**src/hw/rtl/lphm_pkg.sv**
```systemverilog
// shared types and constants for the linear probe hash map
`default_nettype none

package lphm_pkg;

  localparam int KEY_W = 64;
  localparam int VAL_W = 64;
  localparam int CNT_W = 7;

  localparam logic [CNT_W-1:0] LOAD_LIMIT_RESET = 7'd51;

  typedef enum logic [1:0] {
    OP_SET    = 2'd0,
    OP_GET    = 2'd1,
    OP_REMOVE = 2'd2
  } opcode_t;

  typedef enum logic [1:0] {
    MARK_EMPTY   = 2'd0,
    MARK_USED    = 2'd1,
    MARK_DELETED = 2'd2
  } mark_t;

  typedef enum logic [2:0] {
    STAT_INSERTED    = 3'd0,
    STAT_OVERWRITTEN = 3'd1,
    STAT_FOUND       = 3'd2,
    STAT_REMOVED     = 3'd3,
    STAT_NOT_FOUND   = 3'd4,
    STAT_FULL        = 3'd5
  } status_t;

  typedef struct packed {
    mark_t             mark;
    logic [KEY_W-1:0]  key;
    logic [VAL_W-1:0]  value;
  } slot_t;

  typedef struct packed {
    logic is_empty;
    logic is_hit;
    logic is_free;
  } slot_check_t;

endpackage

`default_nettype wire

```
**src/hw/rtl/lphm_slot_check.sv**
```systemverilog
// classification of one slot read from the table against the searched key
`default_nettype none

module lphm_slot_check
  import lphm_pkg::*;
(
  input  mark_t             slot_mark,
  input  logic [KEY_W-1:0]  slot_key,
  input  logic [KEY_W-1:0]  item_key,
  output slot_check_t       result
);

  always_comb begin
    result.is_empty = (slot_mark == MARK_EMPTY);
    result.is_hit   = (slot_mark == MARK_USED) && (slot_key == item_key);
    // empty or deleted slots can take a new key
    result.is_free  = (slot_mark != MARK_USED);
  end

endmodule

`default_nettype wire

```
**config.mk**
```make
export PLATFORM = sky130hd
export DESIGN_NAME = lphm_slot_check
export DESIGN_NICKNAME = d
export VERILOG_FILES = /design/src/hw/rtl/lphm_pkg.sv /design/src/hw/rtl/lphm_slot_check.sv
export SDC_FILE = /design/constraint.sdc
export NUM_CORES = 1
export LEC_CHECK = 0
export ABC_AREA = 1
export BUFFER_PORTS_ARGS = -buffer_cell sky130_fd_sc_hd__buf_4
export CORE_ASPECT_RATIO = 1.1
export CORE_UTILIZATION = 32
export DETAILED_ROUTE_END_ITERATION = 6
export GPL_ROUTABILITY_DRIVEN = 0
export PLACE_DENSITY = 0.81
export SLEW_MARGIN = 20
export SYNTH_ARGS = -nofsm -noshare
export SYNTH_HDL_FRONTEND = slang
export SYNTH_SLANG_ARGS = --single-unit
```
**constraint.sdc**
```tcl
create_clock -name vclk -period 1.25
set_input_delay 0.375 -clock vclk [all_inputs]
set_output_delay 0.375 -clock vclk [all_outputs]
set_load 0.005 [all_outputs]
```
**Word-level counts from Yosys, hierarchy flattened**

Index checks and enable logic that the tools add are counted.

- Div/mod/pow operators: 0
- Add/sub/neg operators: 0
- Order comparisons: 0
- Bitwise logic cells: 0
- Reduce and logical (&&, ||, !) cells: 2
- Shift-type cells: 0
- Multipliers: 0
- Eq/ne operators: 3
- Muxes and demuxes: 0

Operator list:

| cell | number |
|---|---|
| $eq 64x64->1 | 1 |
| $eq 2x1->1 const B | 1 |
| $logic_not 2->1 | 1 |
| $ne 2x1->1 const B | 1 |
| $logic_and 1x1->1 | 1 |

- Latch bits: 0
- Flip-flop bits (word level): 0
- Word-level logic and storage cells: 5
- Bits of input ports: 130
- Memory bits (read-only): 0
- Memories kept: 0
- RAM bits: 0
- Output and inout port bits: 3

**Depth between registers and ports, before layout**

- Depth in word-level cells: 2
- Gate-level depth with buffers: 10

**Least setup slack after synthesis**

OpenSTA, ideal clock, no wires.

- Path kind: input to output
- From: input port slot_mark[1]
- To: output port result[1] in the netlist's numbering
- Stages: 8
- Arrival time: 0.998 ns
- Slack: -0.123 ns
- Required time: 0.875 ns
- Path buffers: 0
- Path through: inv_1 > nand2_2 > o21bai_1 > nor2_1 > nand2_1 > nor2_2 > nand3_1 > nor2_1

RTL lines:

| what | line | RTL |
|---|---|---|
| start, declared | lphm_slot_check.sv:7 | `input mark_t slot_mark,` |
| end, declared | lphm_slot_check.sv:10 | `output slot_check_t result` |

==> key figures <==
Yosys
  • Yosys warns: 0
  • Syn_area_per_cell: 4.305 um^2
  • Synth Instances: 263
  • Synth Area in Adders: 0%
  • Post-Synth Simple-Gate Area: 48.84%
  • Area of the mapped netlist: 1132 um^2
  • Sequential cell area fraction in the yosys report: 0%
  • XOR/XNOR Fraction of Synth Area: 13.15%
  • Multiplexer share of the synthesized area: 0%
  • Largest family of logic cells by synthesized area: simple AND/OR/NAND/NOR gates
  • Netlist cell types: 12
  • Synthesized Nets: 393
  • Synth Area in Compound Gates: 11.49%

Power and ir drop
  • Sequential power share: 0%
  • LEAKAGE: 1.490 nW
  • PnR Total Power: 0.6881 mW
  • Peak supply drop: 0.1582 mV
  • Share of power burned in the clock network: 0%
  • Int Pwr: 0.4234 mW
  • Switching power: 0.2648 mW
  • Sw Share: 38.47%
  • Combinational fraction of design power: 100.0%
  • P per Cell Area: 295.4 nW/um^2

STA
  • Max_slew headroom: 86.28%
  • Fin. Hold Viols: 0
  • Fin. max-slew vios: 0
  • RSZ-0062 raised after global routing: yes
  • Period utilization: 132.0%
  • Final worst slack: -0.4002 ns
  • Crit path time final: 1.650 ns
  • Fmax: 606.0 MHz
  • Final setup viols: 1
  • Worst Max-Slew Pin Slew: 0.2049 ns

Detailed routing
  • TritonRoute pass-1 iters: 6
  • Post-DRT Antenna Nets: 0
  • Vias: 1,907
  • DR vias/cell: 4.295
  • DRC errors left: 0
  • Initial DRC count: 35
  • Post-DR wirelength/cell: 9.338 um
  • Total wire length: 4146 um

Outcome
  • Failing checks: negative setup slack
  • Status: finished with violations

Cells and area
  • Fillers: 341
  • Share of layout cells above drive strength 1: 40.91%
  • Storage cell area: 0 um^2
  • Design Area, Final: 2330 um^2
  • Multi-input gate area: 909.6 um^2
  • Clkbuf count: 0
  • Antenna diode count: 0
  • Most frequent cells in the layout: buf_4 (120), nand2_1 (102), inv_1 (68)
  • Layout area overhead: 105.7%
  • Sequential cells: 0
  • Final nets: 528
  • Commonest non-fill, non-tap cell in the layout: buf_4

GRT
  • Vias in the first global route: 1,672
  • Gr usage total: 20.05%
  • Initial antenna violation count: 0
  • Grt ovf: 0
  • First-pass GRT wire length: 6016 um
  • Largest net degree at the start of global routing: 3

Flow run
  • Max Cap Viol: 0

Place
  • Post-DP Area: 2208 um^2
  • HPWL after detailed placement: 3664 um
  • Setup WS pre-CTS: -0.4398 ns
  • IO buf count: 133

Floorplan
  • Num rows: 22
  • Die width: 58.72 um
  • Initial Util: 33.72%
  • Core area: 3358 um^2
  • Chip height: 64.39 um
  • Ports: 133
  • Die ar.: 3781 um^2

Setup path
  • Critical path endpoint category: output port
  • Critical-path maximum fanout: 2
  • CP Class: in -> out
  • Critical path data arrival time: 1.28 ns
  • Startpoint types: primary input
  • Req. time, crit path: 0.88 ns

Clock tree
  • Hold buffer count at CTS: 0
  • Postcts setup bufs: 0

Min path
  • Worst hold stages: 3
  • Hold Crit Class: in -> out
-- critical path, cell delays in order --
cell	delay, ns
buf_4	0.12
inv_2	0.03
nand2_1	0.04
nand2_1	0.06
nand2_1	0.06
nor2_2	0.12
nand2_1	0.07
nor2_1	0.10
nand3_1	0.07
nor2_1	0.10
buf_4	0.12
-- layout make-up --
type | count | area share [%]
Tap cell | 48 | 2.578
Inverter | 80 | 13.43
Timing Repair Buffer | 133 | 44.95
Multi-Input combinational cell | 183 | 39.04
-- Yosys cell counts --
library cell	instances	area, um^2
nand3_1	3	15.01
o22ai_1	8	50.05
nand2_1	108	405.4
o21bai_1	1	7.510
xnor2_1	17	148.9
o21ai_0	13	65.06
inv_1	80	300.3
nand2_2	1	6.260
o211ai_1	1	7.510
nor2_2	1	6.260
nor2_1	27	101.4
nand4_1	3	18.77
-- power groups by stage --
stage               Combinational (mW)  Clock [mW]  Sequential, mW
CTS                              0.668           0               0
floorplan                        0.248           0               0
finish                           0.688           0               0
global route                     0.759           0               0
global placement                 0.626           0               0
detailed placement               0.639           0               0
-- stage by stage --
stage	util, %	TNS [ns]	hold WS [ns]	instances
detailed placement	65.76	-0.4398	1.008	444
finish	69.37	-0.4002	1.007	444
CTS	67.77	-0.3838	1.009	444
floorplan	-	-0.1065	0.7766	263
global placement	65.76	-0.4193	1.008	444
global route	69.37	-0.5209	1.017	444
-- worst paths after layout --
kind | to | start | slack (ns)
max | result[1] | slot_key[60] | -0.40
min | result[0] | slot_mark[0] | 1.01
-- logic make-up after synthesis --
kind of cell    count (synthesis)
buf+inv                        80
compound gates                 23
xor+xnor                       17
simple gates                  143
-- per-layer routing --
metal	global-route usage, %	vias up	part of all wire [%]
li1	-	1018	-
met5	0	-	0
met3	4.656	8	11
met2	42.82	94	53
met1	18.92	787	34
met4	2.083	0	1.2
-- what timing repair did --
| action | CTS | global route |
|---|---|---|
| pin swaps | 28 | 27 |
| hold endpoints to repair | 0 | 0 |
| setup endpoints to repair | 1 | 1 |
| resized for setup | 20 | 20 |
No activity file was read; power rests on OpenSTA's default activity.
